<file path="src/design/crc_frame_builder_unit_macros.svh">
// Assertion macros used by the frame builder top level
`ifndef CRC_FRAME_BUILDER_UNIT_MACROS_SVH
`define CRC_FRAME_BUILDER_UNIT_MACROS_SVH

// same-cycle implication
`define CRCFB_ASSERT_NOW(lbl, ante, cons) \
	lbl: assert property (@(posedge clk) disable iff (!arst_n) (ante) |-> (cons)) \
		else $error("frame builder check failed");

// next-cycle implication
`define CRCFB_ASSERT_NEXT(lbl, ante, cons) \
	lbl: assert property (@(posedge clk) disable iff (!arst_n) (ante) |=> (cons)) \
		else $error("frame builder check failed");

`endif

</file>
<file path="src/design/crcfb_pkg.sv">
// Shared constants, types and codes of the CRC frame builder
package crcfb_pkg;

	localparam int MAX_MESSAGE   = 32;
	localparam int CRC_WIDTH     = 8;
	localparam int SYM_W         = 8;
	localparam int BIT_CNT_W     = $clog2(SYM_W);
	localparam int ADDR_W        = (MAX_MESSAGE > 1) ? $clog2(MAX_MESSAGE) : 1;
	localparam int CNT_W         = $clog2(MAX_MESSAGE + 1);
	localparam int POS_W         = $clog2(MAX_MESSAGE + 4);
	localparam int HDR_LEN_W     = 7;
	localparam int HEADER_OFFSET = 4;
	localparam int CFG_IDX_W     = 1;

	localparam logic [CFG_IDX_W-1:0] REG_GENERATOR = 1'd0;
	localparam logic [CFG_IDX_W-1:0] REG_FLAG      = 1'd1;

	localparam logic [SYM_W-1:0] GENERATOR_RESET = 8'd7;
	localparam logic [SYM_W-1:0] FLAG_RESET      = 8'd126;

	localparam logic [POS_W-1:0] POS_OPEN_FLAG = POS_W'(0);
	localparam logic [POS_W-1:0] POS_HEADER    = POS_W'(1);
	localparam logic [POS_W-1:0] POS_DATA      = POS_W'(2);

	typedef enum logic [2:0] {
		S_IDLE = 3'b001,
		S_CRC  = 3'b010,
		S_EMIT = 3'b100
	} state_t;

	typedef struct packed {
		logic load;
		logic clear;
	} crc_ctrl_t;

	typedef struct packed {
		logic busy;
		logic last_bit;
	} crc_status_t;

endpackage

</file>
<file path="src/design/crcfb_msg_store.sv">
// Message byte store: one write port, one registered read port
module crcfb_msg_store (
	input  logic                              clk,
	input  logic                              wr_en,
	input  logic [crcfb_pkg::ADDR_W-1:0]      wr_addr,
	input  logic [crcfb_pkg::SYM_W-1:0]       wr_data,
	input  logic [crcfb_pkg::ADDR_W-1:0]      rd_addr,
	output logic [crcfb_pkg::SYM_W-1:0]       rd_data
);

	logic [crcfb_pkg::SYM_W-1:0] mem_q [crcfb_pkg::MAX_MESSAGE];

	always_ff @(posedge clk) begin
		if (wr_en) begin
			mem_q[wr_addr] <= wr_data;
		end
	end

	always_ff @(posedge clk) begin
		rd_data <= mem_q[rd_addr];
	end

endmodule

</file>
<file path="src/design/crcfb_crc_serial.sv">
// Bit-serial CRC engine, one message bit per cycle, MSB first
module crcfb_crc_serial (
	input  logic                               clk,
	input  logic                               arst_n,
	input  crcfb_pkg::crc_ctrl_t               ctrl,
	input  logic [crcfb_pkg::SYM_W-1:0]        data_in,
	input  logic [crcfb_pkg::CRC_WIDTH-1:0]    generator,
	output logic [crcfb_pkg::CRC_WIDTH-1:0]    crc,
	output crcfb_pkg::crc_status_t             status
);

	logic [crcfb_pkg::CRC_WIDTH-1:0] crc_q;
	logic [crcfb_pkg::CRC_WIDTH-1:0] crc_next;
	logic [crcfb_pkg::SYM_W-1:0]     shift_q;
	logic [crcfb_pkg::BIT_CNT_W-1:0] cnt_q;
	logic                            busy_q;
	logic                            feedback;

	always_comb begin
		feedback = crc_q[crcfb_pkg::CRC_WIDTH-1] ^ shift_q[crcfb_pkg::SYM_W-1];
		crc_next = crcfb_pkg::CRC_WIDTH'(crc_q << 1) ^ (feedback ? generator : '0);
	end

	always_ff @(posedge clk or negedge arst_n) begin
		if (!arst_n) begin
			crc_q  <= '0;
			busy_q <= 1'b0;
			cnt_q  <= '0;
		end else begin
			if (ctrl.clear) begin
				crc_q <= '0;
			end else if (busy_q) begin
				crc_q <= crc_next;
			end
			if (ctrl.load) begin
				busy_q <= 1'b1;
				cnt_q  <= '0;
			end else if (busy_q) begin
				cnt_q <= cnt_q + crcfb_pkg::BIT_CNT_W'(1);
				if (cnt_q == '1) begin
					busy_q <= 1'b0;
				end
			end
		end
	end

	always_ff @(posedge clk) begin
		if (ctrl.load) begin
			shift_q <= data_in;
		end else if (busy_q) begin
			shift_q <= shift_q << 1;
		end
	end

	assign crc             = crc_q;
	assign status.busy     = busy_q;
	assign status.last_bit = busy_q && (cnt_q == '1);

endmodule

</file>
<file path="src/design/crc_frame_builder_unit.sv">
// Frame builder top level: byte intake, CRC sequencing and frame output
// Intake: each stored word runs through the CRC one bit per cycle; the next word can be taken during
// its last bit if it did not end the message; a word that finds the store full is dropped.
// Frame output, after the last word's CRC or a dropped last word: flag, header, data words, CRC and
// closing flag; each word is loaded after a priming step for the registered store read, unless stalled.
// Reset (arst_n low, async): count, CRC, overflow mark, output valid cleared; generator 7, flag 126.
`include "crc_frame_builder_unit_macros.svh"

module crc_frame_builder_unit (
	input  logic                                 clk,
	input  logic                                 arst_n,
	input  logic                                 in_valid,
	output logic                                 in_stall,
	input  logic [crcfb_pkg::SYM_W-1:0]          message_byte,
	input  logic                                 last_byte,
	input  logic                                 odd_frame,
	output logic                                 out_valid,
	input  logic                                 out_stall,
	output logic [crcfb_pkg::SYM_W-1:0]          frame_symbol,
	output logic                                 end_of_frame,
	output logic                                 overflowed,
	input  logic                                 cfg_valid,
	output logic                                 cfg_ready,
	input  logic [crcfb_pkg::CFG_IDX_W-1:0]      cfg_index,
	input  logic [crcfb_pkg::SYM_W-1:0]          cfg_data
);

	crcfb_pkg::state_t               state_q;
	logic [crcfb_pkg::SYM_W-1:0]     generator_q;
	logic [crcfb_pkg::SYM_W-1:0]     flag_q;
	logic [crcfb_pkg::CNT_W-1:0]     count_q;
	logic                            overflow_q;
	logic                            last_q;
	logic                            odd_q;
	logic [crcfb_pkg::POS_W-1:0]     pos_q;
	logic                            prime_q;
	logic                            out_valid_q;
	logic [crcfb_pkg::SYM_W-1:0]     symbol_q;
	logic                            eof_q;
	logic                            ovf_out_q;

	crcfb_pkg::crc_ctrl_t            crc_ctrl;
	crcfb_pkg::crc_status_t          crc_st;
	logic [crcfb_pkg::CRC_WIDTH-1:0] crc_value;
	logic [crcfb_pkg::SYM_W-1:0]     rd_data;
	logic [crcfb_pkg::ADDR_W-1:0]    rd_addr;

	logic                            can_accept;
	logic                            accept;
	logic                            store_byte;
	logic                            load_out;
	logic                            closing;
	logic [crcfb_pkg::POS_W-1:0]     data_end;
	logic [crcfb_pkg::SYM_W-1:0]     header;
	logic [crcfb_pkg::SYM_W-1:0]     next_symbol;

	always_comb begin
		can_accept = (state_q == crcfb_pkg::S_IDLE)
			|| ((state_q == crcfb_pkg::S_CRC) && crc_st.last_bit && !last_q);
		accept     = in_valid && can_accept;
		store_byte = accept && (count_q < crcfb_pkg::CNT_W'(crcfb_pkg::MAX_MESSAGE));
		load_out   = (state_q == crcfb_pkg::S_EMIT) && prime_q
			&& (!out_valid_q || !out_stall);
		data_end   = crcfb_pkg::POS_W'(count_q) + crcfb_pkg::POS_DATA;
		rd_addr    = crcfb_pkg::ADDR_W'(pos_q - crcfb_pkg::POS_DATA);
		header     = {odd_q, crcfb_pkg::HDR_LEN_W'(crcfb_pkg::HDR_LEN_W'(count_q)
			+ crcfb_pkg::HDR_LEN_W'(crcfb_pkg::HEADER_OFFSET))};
		closing    = 1'b0;
		if (pos_q == crcfb_pkg::POS_OPEN_FLAG) begin
			next_symbol = flag_q;
		end else if (pos_q == crcfb_pkg::POS_HEADER) begin
			next_symbol = header;
		end else if (pos_q < data_end) begin
			next_symbol = rd_data;
		end else if (pos_q == data_end) begin
			next_symbol = crcfb_pkg::SYM_W'(crc_value);
		end else begin
			next_symbol = flag_q;
			closing     = 1'b1;
		end
		crc_ctrl.load  = store_byte;
		crc_ctrl.clear = load_out && closing;
	end

	crcfb_crc_serial u_crc (
		.clk       (clk),
		.arst_n    (arst_n),
		.ctrl      (crc_ctrl),
		.data_in   (message_byte),
		.generator (crcfb_pkg::CRC_WIDTH'(generator_q)),
		.crc       (crc_value),
		.status    (crc_st)
	);

	crcfb_msg_store u_store (
		.clk     (clk),
		.wr_en   (store_byte),
		.wr_addr (crcfb_pkg::ADDR_W'(count_q)),
		.wr_data (message_byte),
		.rd_addr (rd_addr),
		.rd_data (rd_data)
	);

	always_ff @(posedge clk or negedge arst_n) begin
		if (!arst_n) begin
			generator_q <= crcfb_pkg::GENERATOR_RESET;
			flag_q      <= crcfb_pkg::FLAG_RESET;
		end else if (cfg_valid) begin
			case (cfg_index)
				crcfb_pkg::REG_GENERATOR: generator_q <= cfg_data;
				crcfb_pkg::REG_FLAG:      flag_q      <= cfg_data;
				default: ;
			endcase
		end
	end

	always_ff @(posedge clk or negedge arst_n) begin
		if (!arst_n) begin
			state_q    <= crcfb_pkg::S_IDLE;
			count_q    <= '0;
			overflow_q <= 1'b0;
			last_q     <= 1'b0;
			odd_q      <= 1'b0;
			pos_q      <= '0;
			prime_q    <= 1'b0;
		end else begin
			case (state_q)
				crcfb_pkg::S_IDLE, crcfb_pkg::S_CRC: begin
					if (accept) begin
						odd_q <= odd_frame;
						if (store_byte) begin
							count_q <= count_q + crcfb_pkg::CNT_W'(1);
							last_q  <= last_byte;
							state_q <= crcfb_pkg::S_CRC;
						end else begin
							overflow_q <= 1'b1;
							last_q     <= 1'b0;
							state_q    <= last_byte ? crcfb_pkg::S_EMIT : crcfb_pkg::S_IDLE;
						end
					end else if ((state_q == crcfb_pkg::S_CRC) && crc_st.last_bit) begin
						last_q  <= 1'b0;
						state_q <= last_q ? crcfb_pkg::S_EMIT : crcfb_pkg::S_IDLE;
					end
					pos_q   <= '0;
					prime_q <= 1'b0;
				end
				crcfb_pkg::S_EMIT: begin
					if (load_out) begin
						pos_q   <= pos_q + crcfb_pkg::POS_W'(1);
						prime_q <= 1'b0;
						if (closing) begin
							count_q    <= '0;
							overflow_q <= 1'b0;
							state_q    <= crcfb_pkg::S_IDLE;
						end
					end else begin
						prime_q <= 1'b1;
					end
				end
				default: state_q <= crcfb_pkg::S_IDLE;
			endcase
		end
	end

	always_ff @(posedge clk or negedge arst_n) begin
		if (!arst_n) begin
			out_valid_q <= 1'b0;
		end else if (load_out) begin
			out_valid_q <= 1'b1;
		end else if (!out_stall) begin
			out_valid_q <= 1'b0;
		end
	end

	always_ff @(posedge clk) begin
		if (load_out) begin
			symbol_q  <= next_symbol;
			eof_q     <= closing;
			ovf_out_q <= overflow_q;
		end
	end

	assign in_stall     = !can_accept;
	assign cfg_ready    = 1'b1;
	assign out_valid    = out_valid_q;
	assign frame_symbol = symbol_q;
	assign end_of_frame = eof_q;
	assign overflowed   = ovf_out_q;

	`CRCFB_ASSERT_NOW(a_crc_busy_in_crc, state_q == crcfb_pkg::S_CRC, crc_st.busy)
	`CRCFB_ASSERT_NEXT(a_close_to_idle, load_out && closing, state_q == crcfb_pkg::S_IDLE && count_q == '0)
	`CRCFB_ASSERT_NEXT(a_full_sets_overflow, accept && !store_byte, overflow_q)
	`CRCFB_ASSERT_NOW(a_no_intake_in_emit, state_q == crcfb_pkg::S_EMIT, in_stall && !crc_st.busy)

endmodule
</file>
<file path="config.mk">
export PLATFORM = sky130hd
export DESIGN_NAME = crc_frame_builder_unit
export DESIGN_NICKNAME = d
export VERILOG_FILES = /design/src/design/crcfb_pkg.sv /design/src/design/crcfb_msg_store.sv /design/src/design/crcfb_crc_serial.sv /design/src/design/crc_frame_builder_unit.sv
export VERILOG_INCLUDE_DIRS = /design/src /design/src/design
export SDC_FILE = /design/constraint.sdc
export NUM_CORES = 1
export LEC_CHECK = 0
export ABC_AREA = 1
export BUFFER_PORTS_ARGS = -buffer_cell sky130_fd_sc_hd__buf_2
export CAP_MARGIN = 20
export CELL_PAD_IN_SITES_DETAIL_PLACEMENT = 1
export CELL_PAD_IN_SITES_GLOBAL_PLACEMENT = 2
export CORE_MARGIN = 4
export CORE_UTILIZATION = 38
export CTS_CLUSTER_DIAMETER = 150
export CTS_CLUSTER_SIZE = 40
export DETAILED_ROUTE_END_ITERATION = 7
export MAX_ROUTING_LAYER = met4
export PLACE_DENSITY = 0.86
export SETUP_SLACK_MARGIN = 0.05
export SLEW_MARGIN = 20
export SYNTH_ARGS = -nofsm -noshare
export SYNTH_HDL_FRONTEND = slang
export SYNTH_SLANG_ARGS = --single-unit
</file>
<file path="constraint.sdc">
create_clock -name clk -period 2.32 [get_ports clk]
set_input_delay 0.116 -clock clk [delete_from_list [all_inputs] [get_ports clk]]
set_output_delay 0.116 -clock clk [all_outputs]
set_load 0.02 [all_outputs]
</file>
==> run_results.csv <==
group,metric,value,unit
outcome,outcome,"finished, final reports clean",
cts,cts_buffer_depth,3,
logic_synthesis,yosysTopAreaCellShare,0.5815,
grt,grt_pass1_wl,58.53,mm
placed_design,dp_slack,-0.1286,ns
logic_synthesis,synth-edff-count,274,
final_layout,syn_to_final_growth,12.64,%
floorplan,die_w,201.0,µm
detailed_routing,via_per_inst,5.378,
final_layout,n_antenna_cell,0,
timing,timing.hold.ws,0.01003,ns
logic_synthesis,synth_flop_cell,"edfxtp_1",
timing,slew_violations,0,
pwr,p_leak,5.815,nW
setup_path,reg2reg_depth,11,
detailed_routing,drt_iter0_markers,866,
floorplan,fp.dieH,201.0,µm
worst_hold_path,holdPathStages,4,
timing,setup_viol_count_final,0,
detailed_routing,drt-wirelength-per-cell,21.10,µm
grt,antenna_found_initial,0,
pwr,max-vdd-ir-drop,0.5436,mV
logic_synthesis,yosys.area.top_type,"edfxtp_1",
grt,grt_overflow_total,0,
detailed_routing,antenna_left,0,
setup_path,cp_top_family,"simple AND/OR/NAND/NOR gates",
setup_path,cp.arrival,2.56,ns
final_layout,nets,1364,
setup_path,worstPathRequired,2.59,ns
cts,clk_latency,0.54,ns
setup_path,path_cells,"ha_4 > nand3_4 > xor2_1 > ha_1 > nand2_2 > inv_1 > nand2_2 > nand3_4 > or2_2 > nand3_1 > a22oi_1",
pwr,p_per_area,835.0,nW/µm²
final_layout,finalNonFillerCells,1791,
detailed_routing,routed_wl,37.79,mm
cts,htreeDepth,1,
detailed_routing,dr.pass1.iters,5,
detailed_routing,num_vias,9632,
setup_path,cp.depth,11,
worst_hold_path,min_path_type,"in2reg",
cts,cts_tree,"yes",
grt,grt_pass1_vias,9927,
timing,fin_crit_sh,0.9892,
placed_design,gp_congestion,0.8290,
placed_design,portBuffers,35,
floorplan,die-area,40390,µm²
logic_synthesis,syn_area,14150,µm²
logic_synthesis,async_flop_share,0.1455,
timing,clock-skew-final,0.04183,ns
timing,tightest_slew,0.8069,ns
logic_synthesis,syn_inst,1251,
logic_synthesis,ys_warn_count,0,
floorplan,core_region_area,36700,µm²
setup_path,criticalPathCategory,"reg2reg",
logic_synthesis,synth.most_common_cell,"edfxtp_1",
setup_path,cpPeakStageDelay,0.44,ns
timing,period_needed,2.295,ns
logic_synthesis,yosys.cell_types.count,41,
cts,clkTransAtPathRegs,0.15,ns
floorplan,io_pins,37,
logic_synthesis,synth_common_cells,"274 x edfxtp_1, 243 x nor2_1, 138 x nand2_1",
cts,clock-sinks,330,
logic_synthesis,synth_seq_cells,330,
setup_path,critPathBufInv,1,
logic_synthesis,ys_seq_area_frac,0.6786,
timing,max_freq,435.7,MHz
setup_path,cp_max_fo,8,
logic_synthesis,syn_nets,1294,
grt,grt.total_usage,0.1875,
logic_synthesis,synthTopCellsByArea,"edfxtp_1 58%, dfrtp_1 6.7%, nor2_1 6.4%",
placed_design,post-place-cells,1756,
timing,hold_viol,0,
setup_path,endpoint_kind,"flop",
grt,grt_max_degree,131,
timing,timing.final.ws_setup,0.02498,ns
floorplan,rows,70,
placed_design,hpwl,24.00,mm
setup_path,start_kind,"flop",
final_layout,drive_gt1_frac,0.1459,
logic_synthesis,synth_area_per_cell,11.31,µm²
timing,rsz0062_at_grt,"true",
detailed_routing,drc,0,
floorplan,start_util,0.3856,
timing,relSlewSlack,0.4621,
cts,ctsRootBufferMaster,"clkbuf_16",
job,drv_cap,0,
pwr,finalPower,13.31,mW
cts,numCtsBuffers,12,
setup_path,crit_path_top_delay_cell,"dfrtp_1",
state kept, by name, indices dropped and copies added (netlist names), 3 cells and up:
name,count
u_store.rd_data,8
generator_q,8
frame_symbol,8
u_crc.crc,8
u_crc.cnt_q,3
pos_q,6
flag_q,8
state_q,3
count_q,6
u_crc.shift_q,8
u_store.mem_q,256
layer usage:
layer  up-vias  track usage  part of all wire
li1       4504            -                 -
met1      4907       0.2601              0.45
met2       182       0.3098              0.50
met3        39      0.01502             0.034
met4         0      0.03368             0.016
met5         -            -                 0
worst reg2reg max path, stage by stage (launching register included):
cell and delay, ns:
dfrtp_1 0.44, ha_4 0.19, nand3_4 0.07, xor2_1 0.16, ha_1 0.33, nand2_2 0.12
inv_1 0.06, nand2_2 0.07, nand3_4 0.14, or2_2 0.32, nand3_1 0.08, a22oi_1 0.08
timing repair:
item,in CTS,in global routing
endpoints found under the hold margin,57,0
pin swaps,13,9
hold buffers,12,0
cloned,0,1
setup buffers,4,2
endpoints found under the setup margin,29,269
gates resized for setup,16,36
cell usage in the layout (no fill, tap or decap), types with 5 or more instances in the layout:
cell type / n
a21oi_1: 17
and2_1: 8
buf_12: 7
buf_2: 34
buf_4: 60
buf_6: 6
clkbuf_16: 13
dfrtp_1: 35
dfstp_2: 10
dfxtp_1: 8
dlygate4sd3_1: 12
edfxtp_1: 274
ha_1: 17
inv_1: 49
inv_2: 10
nand2_1: 130
nand2_2: 10
nand2_4: 5
nand3_1: 77
nand3_4: 5
nand4_1: 5
nor2_1: 238
o211ai_1: 70
o21ai_0: 119
o21ai_1: 41
xnor2_1: 9
xor2_1: 5
stage by stage:
step / cell area [µm²] / setup TNS, ns / util
after global placement: 15220 / -0.07141 / 0.4147
final: 15940 / 0 / 0.4343
after detailed placement: 15220 / -1.972 / 0.4147
after CTS: 15790 / 0 / 0.4302
after floorplan: 14180 / 0 / -
after global routing: 15940 / -1.417 / 0.4343
cell type report:
| type | instances | area, µm² |
|---|---|---|
| fillers | 3940 | 20760 |
| flip-flops and latches | 330 | 9610 |
| multi-input cells | 793 | 4165 |
| repair buffers | 120 | 973.4 |
| well taps | 468 | 585.6 |
| clock buffers | 14 | 307.8 |
| inverters | 64 | 250.2 |
| clock inverters | 2 | 46.29 |
power breakdown:
group	total [mW]	switching, mW	leakage [nW]	internal [mW]
clock network	2.78	1.78	0.169	1.00
logic	3.32	2.13	2.51	1.19
registers	7.21	0.300	3.14	6.91
final timing paths:
kind | slack (ns) | to | startpoint
min in group asynchronous | 0.25 | generator_q[5] | arst_n
min reg2reg | 0.49 | overflowed | overflow_q
max | 0.02 | frame_symbol[3] | count_q[1]
min | 0.01 | odd_q | in_valid
max reg2reg | 0.02 | frame_symbol[3] | count_q[1]
max in group asynchronous | 1.56 | pos_q[1] | arst_n
cells by family (layout without fill, tap and decap cells):
| family | count (synthesis) | in the layout | share of synthesized area |
|---|---|---|---|
| other cells | 1 | 1 | 0.0002650 |
| xor+xnor | 17 | 17 | 0.01158 |
| compound gates | 261 | 261 | 0.1068 |
| flops | 330 | 330 | 0.6786 |
| fa+ha+maj | 19 | 19 | 0.01680 |
| buf+inv | 128 | 200 | 0.03899 |
| simple gates | 495 | 495 | 0.1470 |
(Power assumes the default switching activity.)
